===== config.mk =====
export PLATFORM = sky130hd
export DESIGN_NAME = fibonacci_mod_matrix_power_unit
export DESIGN_NICKNAME = d
export VERILOG_FILES = /design/src/design/fmp_pkg.sv /design/src/design/fmp_modmul.sv /design/src/design/fibonacci_mod_matrix_power_unit.sv
export SDC_FILE = /design/constraint.sdc
export NUM_CORES = 1
export LEC_CHECK = 0
export BUFFER_PORTS_ARGS = -buffer_cell sky130_fd_sc_hd__buf_2
export CAP_MARGIN = 20
export CORE_UTILIZATION = 51
export CTS_BUF_LIST = sky130_fd_sc_hd__clkbuf_4 sky130_fd_sc_hd__clkbuf_8
export CTS_CLUSTER_DIAMETER = 100
export CTS_CLUSTER_SIZE = 24
export DETAILED_ROUTE_END_ITERATION = 12
export GPL_ROUTABILITY_DRIVEN = 0
export PLACE_DENSITY_LB_ADDON = 0.1
export SKIP_CTS_REPAIR_TIMING = 1
export SLEW_MARGIN = 20
export SYNTH_ARGS = -nofsm -noshare
export SYNTH_HDL_FRONTEND = slang
export SYNTH_SLANG_ARGS = --single-unit

===== constraint.sdc =====
create_clock -name clk -period 7.4 [get_ports clk]
set_input_delay 0.74 -clock clk [delete_from_list [all_inputs] [get_ports clk]]
set_output_delay 0.74 -clock clk [all_outputs]
set_load 0.03 [all_outputs]

===== src/design/fmp_pkg.sv =====
// fmp_pkg: shared widths, reset value and request/response types for the
// fibonacci modulo block and its modular multiplier
// no dependencies
`timescale 1ns / 1ps
`default_nettype none

package fmp_pkg;

  // modulus and value width
  localparam int MOD_BITS = 31;
  // output tdata width, value padded to whole bytes
  localparam int OUT_TDATA_BITS = ((MOD_BITS + 7) / 8) * 8;
  // default index width
  localparam int INDEX_BITS_DEFAULT = 62;
  // modulus after reset
  localparam logic [MOD_BITS-1:0] MODULUS_RESET = MOD_BITS'(111539786);

  // request into the modular multiplier
  typedef struct packed {
    logic                start;
    logic [MOD_BITS-1:0] a;
    logic [MOD_BITS-1:0] b;
  } mul_req_t;

  // response from the modular multiplier
  typedef struct packed {
    logic                done;
    logic [MOD_BITS-1:0] result;
  } mul_rsp_t;

endpackage

`default_nettype wire


===== src/design/fmp_modmul.sv =====
// fmp_modmul: bit-serial interleaved modular multiplier, a * b mod m,
// one bit of b per cycle from the top; uses fmp_pkg
`timescale 1ns / 1ps
`default_nettype none

module fmp_modmul (
  input  wire logic                          clk,
  input  wire logic                          rst,
  input  wire logic [fmp_pkg::MOD_BITS-1:0]  modulus,
  input  wire fmp_pkg::mul_req_t             req,
  output fmp_pkg::mul_rsp_t                  rsp
);
  import fmp_pkg::*;

  localparam int CNT_W = $clog2(MOD_BITS);

  logic                busy;
  logic [CNT_W-1:0]    cnt;
  logic [MOD_BITS-1:0] acc;
  logic [MOD_BITS-1:0] a_r;
  logic [MOD_BITS-1:0] b_r;
  logic                done;

  logic [MOD_BITS+1:0] sum;
  logic [MOD_BITS+1:0] m_x1;
  logic [MOD_BITS+1:0] m_x2;
  logic [MOD_BITS-1:0] acc_next;

  // one step: 2*acc + bit*a stays below 3m, take off 0, m or 2m
  always_comb begin
    m_x1 = {2'b00, modulus};
    m_x2 = {1'b0, modulus, 1'b0};
    sum  = {1'b0, acc, 1'b0} + (b_r[cnt] ? {2'b00, a_r} : '0);
    if (sum >= m_x2) begin
      acc_next = MOD_BITS'(sum - m_x2);
    end else if (sum >= m_x1) begin
      acc_next = MOD_BITS'(sum - m_x1);
    end else begin
      acc_next = MOD_BITS'(sum);
    end
  end

  // bit sequencer
  always_ff @(posedge clk) begin
    if (rst) begin
      busy <= 1'b0;
      done <= 1'b0;
      cnt  <= '0;
    end else begin
      done <= 1'b0;
      if (busy) begin
        acc <= acc_next;
        if (cnt == '0) begin
          busy <= 1'b0;
          done <= 1'b1;
        end else begin
          cnt <= cnt - 1'b1;
        end
      end else if (req.start) begin
        a_r  <= req.a;
        b_r  <= req.b;
        acc  <= '0;
        cnt  <= CNT_W'(MOD_BITS - 1);
        busy <= 1'b1;
      end
    end
  end

  assign rsp.done   = done;
  assign rsp.result = acc;

endmodule

`default_nettype wire


===== src/design/fibonacci_mod_matrix_power_unit.sv =====
// fibonacci_mod_matrix_power_unit: F(index+1) mod modulus by fast doubling
// over the exponent bits; uses fmp_pkg and fmp_modmul
//
//   channel   dir  beat fields (low bit first)
//   s_axis    in   tdata: index
//   m_axis    out  tdata: fib_value
//   cfg       in   cfg_wr_data: modulus (write-only, no handshake)
//
// one item at a time: the leading zeros of the 63-bit index+1 are skipped in
// S_BIT, then each remaining bit takes three multiplications on the shared
// bit-serial multiplier plus five steps, and S_DONE loads the result; a
// modulus below two goes straight to S_DONE and answers zero.
// rst is synchronous and restores the modulus to its reset value.
// a held result stalls the sequencer at its end; s_axis_tready is high only
// while idle.
`timescale 1ns / 1ps
`default_nettype none

module fibonacci_mod_matrix_power_unit #(
  parameter int INDEX_BITS = fmp_pkg::INDEX_BITS_DEFAULT
) (
  input  wire logic                                  clk,
  input  wire logic                                  rst,
  // cfg_wr_data: modulus
  input  wire logic                                  cfg_wr_en,
  input  wire logic [fmp_pkg::MOD_BITS-1:0]          cfg_wr_data,
  input  wire logic                                  s_axis_tvalid,
  output logic                                       s_axis_tready,
  // s_axis_tdata: index, zero padded
  input  wire logic [((INDEX_BITS+7)/8)*8-1:0]       s_axis_tdata,
  output logic                                       m_axis_tvalid,
  input  wire logic                                  m_axis_tready,
  // m_axis_tdata: fib_value, zero padded
  output logic [fmp_pkg::OUT_TDATA_BITS-1:0]         m_axis_tdata
);
  import fmp_pkg::*;

  localparam int KBITS = INDEX_BITS + 1;
  localparam int POS_W = $clog2(KBITS);

  typedef enum logic [3:0] {
    S_IDLE, S_BIT, S_DBL, S_SUB, S_MUL_C, S_MUL_P, S_MUL_Q, S_ADD, S_UPD, S_DONE
  } state_t;

  state_t              state;
  logic [MOD_BITS-1:0] modulus;
  logic [KBITS-1:0]    k;
  logic [POS_W-1:0]    pos;
  logic [MOD_BITS-1:0] fa;      // F(j) mod m
  logic [MOD_BITS-1:0] fb;      // F(j+1) mod m
  logic [MOD_BITS-1:0] t;
  logic [MOD_BITS-1:0] c;
  logic [MOD_BITS-1:0] sq_a;
  logic [MOD_BITS-1:0] sq_b;
  logic                launched;
  logic                out_valid;
  logic [MOD_BITS-1:0] out_data;

  mul_req_t            mreq;
  mul_rsp_t            mrsp;

  // modular add of two values below m
  function automatic logic [MOD_BITS-1:0] mod_add(
    input logic [MOD_BITS-1:0] x,
    input logic [MOD_BITS-1:0] y,
    input logic [MOD_BITS-1:0] m
  );
    logic [MOD_BITS:0] s;
    s = {1'b0, x} + {1'b0, y};
    if (s >= {1'b0, m}) begin
      s = s - {1'b0, m};
    end
    return MOD_BITS'(s);
  endfunction

  // modular subtract of two values below m
  function automatic logic [MOD_BITS-1:0] mod_sub(
    input logic [MOD_BITS-1:0] x,
    input logic [MOD_BITS-1:0] y,
    input logic [MOD_BITS-1:0] m
  );
    logic [MOD_BITS:0] s;
    if (x >= y) begin
      s = {1'b0, x} - {1'b0, y};
    end else begin
      s = {1'b0, x} + {1'b0, m} - {1'b0, y};
    end
    return MOD_BITS'(s);
  endfunction

  // multiplier operand select
  always_comb begin
    mreq.start = 1'b0;
    mreq.a     = fa;
    mreq.b     = fa;
    unique case (state)
      S_MUL_C: begin
        mreq.start = !launched;
        mreq.b     = t;
      end
      S_MUL_P: begin
        mreq.start = !launched;
      end
      S_MUL_Q: begin
        mreq.start = !launched;
        mreq.a     = fb;
        mreq.b     = fb;
      end
      default: begin
        mreq.start = 1'b0;
      end
    endcase
  end

  fmp_modmul u_modmul (
    .clk     (clk),
    .rst     (rst),
    .modulus (modulus),
    .req     (mreq),
    .rsp     (mrsp)
  );

  // configuration register
  always_ff @(posedge clk) begin
    if (rst) begin
      modulus <= MODULUS_RESET;
    end else if (cfg_wr_en) begin
      modulus <= cfg_wr_data;
    end
  end

  // sequencer: (a,b) -> (a(2b-a), a^2+b^2), then one step forward on a set bit
  always_ff @(posedge clk) begin
    if (rst) begin
      state     <= S_IDLE;
      launched  <= 1'b0;
      out_valid <= 1'b0;
    end else begin
      // result taken and no new one loaded this cycle
      if (out_valid && m_axis_tready && state != S_DONE) begin
        out_valid <= 1'b0;
      end
      unique case (state)
        S_IDLE: begin
          if (s_axis_tvalid) begin
            k   <= KBITS'(s_axis_tdata[INDEX_BITS-1:0]) + KBITS'(1);
            pos <= POS_W'(KBITS - 1);
            fa  <= '0;
            fb  <= MOD_BITS'(1);
            if (modulus < MOD_BITS'(2)) begin
              state <= S_DONE;
            end else begin
              state <= S_BIT;
            end
          end
        end
        S_BIT: begin
          // doubling leaves (0,1) unchanged, so a clear bit there is skipped
          if (fa == '0 && fb == MOD_BITS'(1) && !k[pos]) begin
            if (pos == '0) begin
              state <= S_DONE;
            end else begin
              pos <= pos - 1'b1;
            end
          end else begin
            state <= S_DBL;
          end
        end
        S_DBL: begin
          t     <= mod_add(fb, fb, modulus);
          state <= S_SUB;
        end
        S_SUB: begin
          t     <= mod_sub(t, fa, modulus);
          state <= S_MUL_C;
        end
        S_MUL_C: begin
          if (!launched) begin
            launched <= 1'b1;
          end else if (mrsp.done) begin
            launched <= 1'b0;
            c        <= mrsp.result;
            state    <= S_MUL_P;
          end
        end
        S_MUL_P: begin
          if (!launched) begin
            launched <= 1'b1;
          end else if (mrsp.done) begin
            launched <= 1'b0;
            sq_a     <= mrsp.result;
            state    <= S_MUL_Q;
          end
        end
        S_MUL_Q: begin
          if (!launched) begin
            launched <= 1'b1;
          end else if (mrsp.done) begin
            launched <= 1'b0;
            sq_b     <= mrsp.result;
            state    <= S_ADD;
          end
        end
        S_ADD: begin
          t     <= mod_add(sq_a, sq_b, modulus);
          state <= S_UPD;
        end
        S_UPD: begin
          if (k[pos]) begin
            fa <= t;
            fb <= mod_add(c, t, modulus);
          end else begin
            fa <= c;
            fb <= t;
          end
          if (pos == '0) begin
            state <= S_DONE;
          end else begin
            pos   <= pos - 1'b1;
            state <= S_BIT;
          end
        end
        S_DONE: begin
          if (!out_valid || m_axis_tready) begin
            out_data  <= fa;
            out_valid <= 1'b1;
            state     <= S_IDLE;
          end
        end
        default: begin
          state <= S_IDLE;
        end
      endcase
    end
  end

  assign s_axis_tready = (state == S_IDLE);
  assign m_axis_tvalid = out_valid;
  assign m_axis_tdata  = OUT_TDATA_BITS'(out_data);

endmodule

`default_nettype wire


* Word-level counts from Yosys, hierarchy flattened
Cells that the tools add are included.
** Operators by class
- Eq/ne operators :: 22
- Bitwise operators :: 2
- Reduce and logical (&&, ||, !) cells :: 30
- Muxes and demuxes :: 52
- $lt $le $gt $ge :: 9
- Add/subtract/negate cells :: 15
** Operators with widths (number)
- two-way mux 31 bit :: 14
- subtractor 31 bit :: 7
- case mux 31 bit (2 select lines) :: 3
- adder 31 x 31 -> 32 bit :: 3
- >= comparator 32 x 31 -> 1 bit :: 3
- case mux 31 bit (3 select lines) :: 1
- adder 62 x 1 -> 63 bit (second input constant) :: 1
- two-way mux 4 bit :: 12
- case mux 4 bit (10 select lines) :: 1
- adder 32 x 31 -> 33 bit :: 1
- >= comparator 33 x 31 -> 1 bit :: 1
- >= comparator 33 x 32 -> 1 bit :: 1
- adder 31 bit :: 1
- equality test 31 x 1 -> 1 bit (second input constant) :: 1
- >= comparator 31 bit :: 1
- logical NOT 31 bit :: 1
- < comparator 31 x 2 -> 1 bit (second input constant) :: 1
- two-way mux 6 bit :: 3
- case mux 6 bit (3 select lines) :: 1
- equality test 4 x 3 -> 1 bit (second input constant) :: 4
- AND reduction 4 bit :: 4
- two-way mux 5 bit :: 3
- != test 2 bit (second input constant) :: 7
- two-way mux 1 bit :: 12
- other kinds (26) :: 43
** Storage, ports and cells
- Word-level logic and storage cells :: 149
- Bits in registers :: 423

* Longest topological paths before layout
Gate-level depths: netlist of the first run.
- Word-level depth :: 8
- Depth in mapped cells :: 32
- Gate-level depth less buffers :: 28

* By module
Synthesis of the first run repeated with hierarchy kept, for this count alone.
** Second synthesis, totals
- Cell total of the unflattened synthesis :: 4005
- Area total of the unflattened synthesis :: 36473.7 um^2
** Modules (own cells, without submodules)
- fibonacci_mod_matrix_power_unit :: seq. area each 9328.9 um^2, area each 26957.1 um^2, instances 1, cells an instance 2961
- fmp_modmul :: seq. area each 2932.8 um^2, area each 9516.6 um^2, instances 1, cells an instance 1044

* Worst setup path before layout of the first run
Ideal clock, no wire load.
- Path kind :: reg2reg
- Start :: reg u_modmul.cnt[0]
- End :: reg u_modmul.acc[10] (data pin)
- Period minus slack after synthesis :: 6965 ps
- Data arrival time :: 6694 ps
- Required time :: 7130 ps
- Library setup time :: 270 ps
- Stages on the path, launching flop included :: 31
- Path slack :: 435 ps
- Cells stage by stage :: dfxtp_1 -> clkbuf_1 -> mux4_2 -> o211ai_1 -> o21ai_0 -> a21oi_1 -> clkbuf_1 -> nor2b_1 -> ha_1 -> fa_1 -> a21o_1 -> a221oi_2 -> a21boi_1 -> or4b_1 -> and2_1 -> a21o_1 -> a211oi_1 -> nor2_1 -> ha_1 -> and3_1 -> a21oi_1 -> o211ai_1 -> o2bb2ai_1 -> a21oi_1 -> a211oi_1 -> or4b_1 -> a21oi_4 -> buf_2 -> nor2_1 -> a21oi_1 -> a21oi_1
** Between the ends
- Longest elaborated chain between the ends :: 8
- Elaborated cells on any way between the ends :: 11
- Those cells by class :: add/sub: 3; order compare: 2; mux: 6
** Ends and longest elaborated chain
- start, declared :: RTL line fmp_modmul.sv:18 : logic [CNT_W-1:0] cnt;
- start signal, assigned :: RTL line fmp_modmul.sv:57 : cnt <= cnt - 1'b1;
- start signal, assigned :: RTL line fmp_modmul.sv:63 : cnt <= CNT_W'(MOD_BITS - 1);
- binary-select mux 1 bit (select 5 bit) (*) :: RTL line fmp_modmul.sv:33 : sum = {1'b0, acc, 1'b0} + (b_r[cnt] ? {2'b00, a_r} : '0);
- two-way mux 1 bit (not written as such) (*) :: RTL line fmp_modmul.sv:33
- two-way mux 31 bit (*) :: RTL line fmp_modmul.sv:33
- adder 32 x 31 -> 33 bit (*) :: RTL line fmp_modmul.sv:33
- subtractor 31 bit / >= comparator 33 x 31 -> 1 bit (equally long branches) :: RTL line fmp_modmul.sv:37, fmp_modmul.sv:36
- two-way mux 31 bit :: RTL line fmp_modmul.sv:36 : end else if (sum >= m_x1) begin
- two-way mux 31 bit (*) :: RTL line fmp_modmul.sv:34 : if (sum >= m_x2) begin
- two-way mux 31 bit (*) :: RTL line fmp_modmul.sv:51 : if (busy) begin
- end signal, assigned :: RTL line fmp_modmul.sv:52 : acc <= acc_next;
- end, declared :: RTL line fmp_modmul.sv:19 : logic [MOD_BITS-1:0] acc;
Mark *: on every way between the ends. The rest lies on a longest branch, timed or not. The select of a mux whose other input is x is not followed.
A chain may end at the register's enable or synchronous reset.

* Worst setup path after layout of the first run
- Start :: reg u_modmul.b_r[2]
- End :: reg u_modmul.acc[0] (data pin)
** Between the ends
- Longest elaborated chain between the ends :: 8
- Elaborated cells on any way between the ends :: 11
- Those cells by class :: add/sub: 3; order compare: 2; mux: 6
** Ends and longest elaborated chain
- start, declared :: RTL line fmp_modmul.sv:21 : logic [MOD_BITS-1:0] b_r;
- start signal, assigned :: RTL line fmp_modmul.sv:61 : b_r <= req.b;
- binary-select mux 1 bit (select 5 bit) (*) :: RTL line fmp_modmul.sv:33
- two-way mux 1 bit (not written as such) (*) :: RTL line fmp_modmul.sv:33
- two-way mux 31 bit (*) :: RTL line fmp_modmul.sv:33
- adder 32 x 31 -> 33 bit (*) :: RTL line fmp_modmul.sv:33
- subtractor 31 bit / >= comparator 33 x 31 -> 1 bit (equally long branches) :: RTL line fmp_modmul.sv:37, fmp_modmul.sv:36
- two-way mux 31 bit :: RTL line fmp_modmul.sv:36
- two-way mux 31 bit (*) :: RTL line fmp_modmul.sv:34
- two-way mux 31 bit (*) :: RTL line fmp_modmul.sv:51
Marks and branches as above.

==> results of run 1 <==
-- sequential cells by signal, indices dropped and copies added (netlist names) --
name / count
k: 63
c: 31
fa: 31
fb: 31
modulus: 31
out_data: 31
sq_a: 31
sq_b: 31
t: 31
u_modmul.a_r: 31
u_modmul.acc: 31
u_modmul.b_r: 31
pos: 6
u_modmul.cnt: 5
state: 4
launched: 1
m_axis_tvalid: 1
u_modmul.busy: 1
u_modmul.done: 1
-- power by group --
group / internal, mW / switching (mW)
Sequential: 2.90 / 0.269
Clock: 0.430 / 0.876
Combinational: 2.43 / 3.40
-- worst paths after layout --
path	endpoint	slack [ns]	cells after the start
worst max-delay path	u_modmul.acc[0]$_SDFFCE_PN0P_	0.43	30
worst min-delay path	modulus[6]$_SDFFE_PP1P_	0.22	3
worst max register to register	u_modmul.acc[0]$_SDFFCE_PN0P_	0.43	30
worst min register to register	modulus[8]$_SDFFE_PP0P_	0.52	2
-- layout by cell type (no fill, tap or decap), drive strengths merged, types with 29 or more instances in the layout --
cell type and instances:
a211oi 60, o21a 39, mux2i 128, inv 234, o21ai 222, fa 39, o21bai 33, clkbuf 36
nand4 49, edfxtp 379, xor2 118, dfxtp 44, nor2 303, buf 264, or3 29, nand2 284
nor4 40, xnor2 199, nand2b 37, a21o 137, nor3 53, o211ai 66, ha 312, nor2b 68
and3 47, a21oi 366, nand3 88
-- logic make-up after synthesis --
logic type	share of synthesized area
other cells	0.0001055
fa+ha+maj	0.1318
mux	0.05600
simple gates	0.1475
compound gates	0.2042
flops	0.3450
xor+xnor	0.07811
buf+inv	0.03738
-- routing by layer --
| metal | wire length, µm | vias up | part of all wire |
|---|---|---|---|
| met5 | 40 | - | 0.00037 |
| met4 | 3222 | 6 | 0.030 |
| met3 | 8613 | 143 | 0.079 |
| met2 | 47660 | 1111 | 0.44 |
| met1 | 49360 | 14467 | 0.45 |
| li1 | - | 14521 | - |
-- metrics by stage --
step                  util  setup slack (ns)  power (mW)  hold WS [ns]
floorplan                -            0.4354       7.306        0.4604
CTS                 0.5606           0.01729       10.20        0.1847
detailed placement  0.5520           0.06841       8.875        0.4913
finish              0.5617            0.4296       10.30        0.2244
global route        0.5616           0.03018       10.97        0.2252
global placement    0.5520            0.1191       8.828        0.4750
-- area by class of cell --
class | count | area, µm² | share of cell area
multi-input cells | 3043 | 22090 | 0.5713
well taps | 931 | 1165 | 0.03013
clock inverters | 12 | 151.4 | 0.003916
diodes | 3 | 7.507 | 0.0001942
repair buffers | 264 | 1689 | 0.04369
inverters | 227 | 852.1 | 0.02204
flip-flops and latches | 423 | 12270 | 0.3173
clock buffers | 36 | 439.2 | 0.01136
-- critical path: cells and delay by family (launching register included) --
| kind | cells | cell delay (ns) |
|---|---|---|
| DFF | 1 | 0.41 |
| buffers and inverters | 4 | 0.72 |
| xor gates and xnor gates | 1 | 0.19 |
| muxes | 2 | 0.77 |
| and+or+nand+nor | 7 | 1.54 |
| AOI/OAI and AO/OA | 14 | 2.52 |
| adders and majority gates | 2 | 0.63 |
==> impl_metrics.tcl, run 1 <==
set metrics [dict create \
    grt_use_met3 0.02957 \
    netlist_top_cells_count "edfxtp_1 (379), a21oi_1 (365), ha_1 (312)" \
    finish.instance_area_mm2 0.03866 \
    gr-usage-met1 0.4431 \
    drv_slew 0 \
    grt_max_degree 89 \
    place_area_mm2 0.03799 \
    synthTopCellsByArea "edfxtp_1 (32%), ha_1 (11%), a21oi_1 (5.1%)" \
    async_flop_share 0 \
    fill_cells 6292 \
    fp.dieH_um 266 \
    clk_latency_ns 0.73 \
    max_slew_margin 0.1694 \
    drive_above_1_share 0.1039 \
    busiest_layer "met2" \
    finalCritPeriodShare 0.9419 \
    syn_area_per_cell_um2 9.344 \
    synth_top_area_share 0.3202 \
    num_rows 96 \
    clk_pin_slew_ns 0.16 \
    path_class "reg -> reg" \
    critPathMaxFanout 25 \
    synthFlopType "edfxtp_1" \
    clock_path_buffers 3 \
    io_pins 134 \
    dr.pass1.iters 5 \
    synth.cell_area_mm2 0.03555 \
    antenna_found_initial 6 \
    initialDrtViolationCount 2894 \
    worstHoldStart "cfg_wr_data[6]" \
    cp.arrival_ns 7.54 \
    worstSetupStartpoint "u_modmul.b_r[2]$_DFFE_PP_" \
    wl_um 108900 \
    cp-start-kind "flip-flop" \
    status "finished clean" \
    finalNetCount 4436 \
    synth_edf_count 379 \
    initial_core_util 0.5165 \
    ys_warn_count 0 \
    r2r_start "u_modmul.b_r[2]$_DFFE_PP_" \
    dp_cells 4885 \
    syn_nets 4255 \
    fin_tns_setup_ns 0 \
    max-vdd-ir-drop_v 0.0001613 \
    cp_slowest_cell "or4b_1" \
    gr-total-overflow 0 \
    grt_util_all_layers 0.3025 \
    hold_viol_final 0 \
    yosysTopAreaCell "edfxtp_1" \
    fmax_mhz 143.5 \
    portBuffers 130 \
    die_w_um 266 \
    worst_pin_slew_ns 1.235 \
    post-route-min-period_ns 6.970 \
    cap_viol_max_count 0 \
    vias 30248 \
    grt_pass1_vias 27970 \
    vias_per_cell 6.124 \
    tritoncts "done" \
    powerDensity_mw_per_mm2 266.5 \
    ant_nets 0 \
    rsz0062_at_grt "no" \
    ys_seq_elements 423 \
    yosysMostFrequentCell "edfxtp_1" \
    remaining_drc_errors 0 \
    grt_pass1_wl_um 163000 \
    h-tree-depth 1 \
    dpl.hpwl_um 87690 \
    synth_cells 3804 \
    yosysSeqAreaShare 0.3450 \
    met2_usage 0.4727 \
    cpPeakStageDelay_ns 0.52 \
    cts_num_sinks 423 \
    fin_worst_skew_ns 0.05922 \
    synth.distinct_cells 99 \
    final_cells 4939 \
    die_area_mm2 0.07076 \
    finalSetupViolCount 0 \
    power_leakage_nw 15.74 \
    design.core.area_mm2 0.06883 \
    min-delay-path-class "in -> reg" \
    area_delta_synth_final_pct 8.765 \
    numCtsBuffers 26 \
    cp.required_ns 7.97 \
    critPathCaptureType "flip-flop" \
    clockRootBuffer "clkbuf_8" \
    wl_per_cell_um 22.05 \
]
Note: power is estimated with default switching activity, not from simulation.
==> run 2, diff against run 1 <==
==> constraint.sdc (replaced) <==
create_clock -name clk -period 6.36 [get_ports clk]
set_input_delay 0.636 -clock clk [delete_from_list [all_inputs] [get_ports clk]]
set_output_delay 0.636 -clock clk [all_outputs]
set_load 0.03 [all_outputs]
==> run 2 against run 1 <==
The flow now finishes with violations (setup timing). Clock power is 15% higher. Final area increased by 4.1%. Global-route usage up 0.69 points. Register-to-register slack lost 0.94 ns. Clock-buffer cell count is 4 lower. Hold slack got worse by 0.10 ns. Sequential share of layout area fell by 1.2 points. Non-clock buffer count grew 165. Setup slack got worse by 0.94 ns. Highest routed layer unchanged.
==> impl_metrics.tcl, run 2 (same netlist as run 1, synthesis figures left out) <==
set metrics [dict create \
    status "finished, violations left" \
    violations "setup timing" \
    clk_pin_slew_ns 0.14 \
    antenna_found_initial 7 \
    min_delay_path_depth 3 \
    cap_viol_max_count 0 \
    area_delta_synth_final_pct 13.22 \
    power_leakage_nw 16.63 \
    remaining_drc_errors 0 \
    die_w_um 266 \
    clock_path_buffers 3 \
    hold_viol_final 0 \
    numCtsBuffers 25 \
    die_area_mm2 0.07076 \
    design.core.area_mm2 0.06883 \
    worstHoldStart "cfg_wr_data[14]" \
    cp_slowest_cell "or4b_4" \
    ant_nets 0 \
    largest-register "k" \
    min-delay-path-class "in -> reg" \
    final_common_cell "edfxtp_1" \
    dpl.hpwl_um 89700 \
    final_cells 5100 \
    vias_per_cell 6.046 \
    wl_per_cell_um 21.90 \
    fin_tns_setup_ns -14.60 \
    rr_worst_depth 30 \
    hold_path_end "modulus[14]$_SDFFE_PP1P_" \
    r2r_start "u_modmul.cnt[1]$_SDFFE_PP0P_" \
    path_class "reg -> reg" \
    fp.dieH_um 266 \
    finalSetupViolCount 31 \
    largest_reg_flops 63 \
    final.setup.worst_slack_ns -0.5117 \
    cp-start-kind "flip-flop" \
    portBuffers 130 \
    cp.arrival_ns 7.44 \
    dp_cells 5041 \
    grt_pass1_vias 28689 \
    dr.pass1.iters 6 \
    drive_above_1_share 0.1488 \
    h-tree-depth 1 \
    grt_pass1_wl_um 167200 \
    initial_core_util 0.5165 \
    rsz0062_at_grt "yes" \
    crit_path_frequent_cell "a211oi_2" \
    critPathMaxFanout 9 \
    gr-total-overflow 0 \
    cts_num_sinks 423 \
    powerDensity_mw_per_mm2 313.6 \
    post-route-min-period_ns 6.872 \
    cpPeakStageDelay_ns 0.56 \
    fmax_mhz 145.5 \
    rrSetupSlack_ns -0.51 \
    final_cell_mix "edfxtp_1 (379), a21oi_1 (346), ha_1 (311)" \
    fin_worst_skew_ns 0.05519 \
    io_pins 134 \
    rr_endpoint "u_modmul.acc[0]$_SDFFCE_PN0P_" \
    clk_latency_ns 0.73 \
    worst_pin_slew_ns 1.222 \
    clockRootBuffer "clkbuf_8" \
    grt_max_degree 78 \
    cp.required_ns 6.93 \
    max_slew_margin 0.1780 \
    vias 30835 \
    num_rows 96 \
    tritoncts "done" \
    critPathCaptureType "flip-flop" \
    finalCritPeriodShare 1.080 \
    drv_slew 0 \
    max-vdd-ir-drop_v 0.0001797 \
    finalNetCount 4600 \
    grt_util_all_layers 0.3094 \
    wl_um 111700 \
    initialDrtViolationCount 3097 \
]
run 2: cell count changes in the layout (fill, tap and decap cells not counted), moves of 6 or more:
cell	delta
a21oi_2	+17
buf_4	+146
buf_12	+6
nor2_1	-9
a21oi_1	-17
run 2: layout make-up:
cell class | count | area [µm²]
fill | 6209 | 28580
multi-input combinational | 3043 | 22300
clock inverter | 14 | 162.7
inverter | 227 | 852.1
tap | 931 | 1165
clock buffer | 32 | 396.6
antenna | 1 | 2.502
timing repair buffer | 429 | 3102
sequential | 423 | 12270
run 2: power by group:
group	leakage [nW]	switching [mW]	internal, mW	total, mW
Combinational	12.5	4.16	3.29	7.44
Clock	0.286	1.01	0.490	1.50
Sequential	3.83	0.305	3.38	3.68
Total	16.6	5.47	7.15	12.6
run 2: worst max-delay path: cells and delay by family (launching register included):
family,cells,cell delay (ns)
AOI/OAI and AO/OA,14,2.39
adders and majority gates,3,0.80
buffers and inverters,3,0.55
DFF,1,0.43
muxes,2,0.81
and+or+nand+nor,8,1.71
run 2: per-stage QoR:
step | worst slack, ns | power [mW] | area (µm²) | utilization | hold WS, ns
after floorplan | -0.04430 | 8.527 | 35620 | - | 0.4604
after global placement | -0.5396 | 10.73 | 39270 | 0.5705 | 0.4760
after detailed placement | -0.6369 | 10.78 | 39270 | 0.5705 | 0.4822
after CTS | -0.6874 | 12.30 | 39820 | 0.5786 | 0.08482
after global routing | -0.7777 | 13.44 | 40250 | 0.5848 | 0.1123
final | -0.5117 | 12.62 | 40250 | 0.5848 | 0.1195
run 2: layer usage:
layer | up-vias | wire length, µm | global-route usage
li1 | 14852 | - | -
met1 | 14699 | 50560 | 0.4483
met2 | 1119 | 48670 | 0.4854
met3 | 161 | 8491 | 0.03124
met4 | 4 | 3922 | 0.09692
met5 | - | 23 | 0
run 2: worst max-delay path by stage:
| stage | from | end | slack (ns) |
|---|---|---|---|
| 2_1_floorplan | u_modmul.cnt[1]$_SDFFE_PP0P_ | u_modmul.acc[20]$_SDFFCE_PN0P_ | -0.04 |
| 3_3_place_gp | u_modmul.cnt[1]$_SDFFE_PP0P_ | u_modmul.acc[17]$_SDFFCE_PN0P_ | -0.54 |
| 3_5_place_dp | u_modmul.cnt[1]$_SDFFE_PP0P_ | u_modmul.acc[1]$_SDFFCE_PN0P_ | -0.64 |
| 4_1_cts | u_modmul.cnt[1]$_SDFFE_PP0P_ | u_modmul.acc[23]$_SDFFCE_PN0P_ | -0.69 |
| 5_1_grt | u_modmul.cnt[1]$_SDFFE_PP0P_ | u_modmul.acc[15]$_SDFFCE_PN0P_ | -0.78 |
| 6_report | u_modmul.cnt[1]$_SDFFE_PP0P_ | u_modmul.acc[0]$_SDFFCE_PN0P_ | -0.51 |
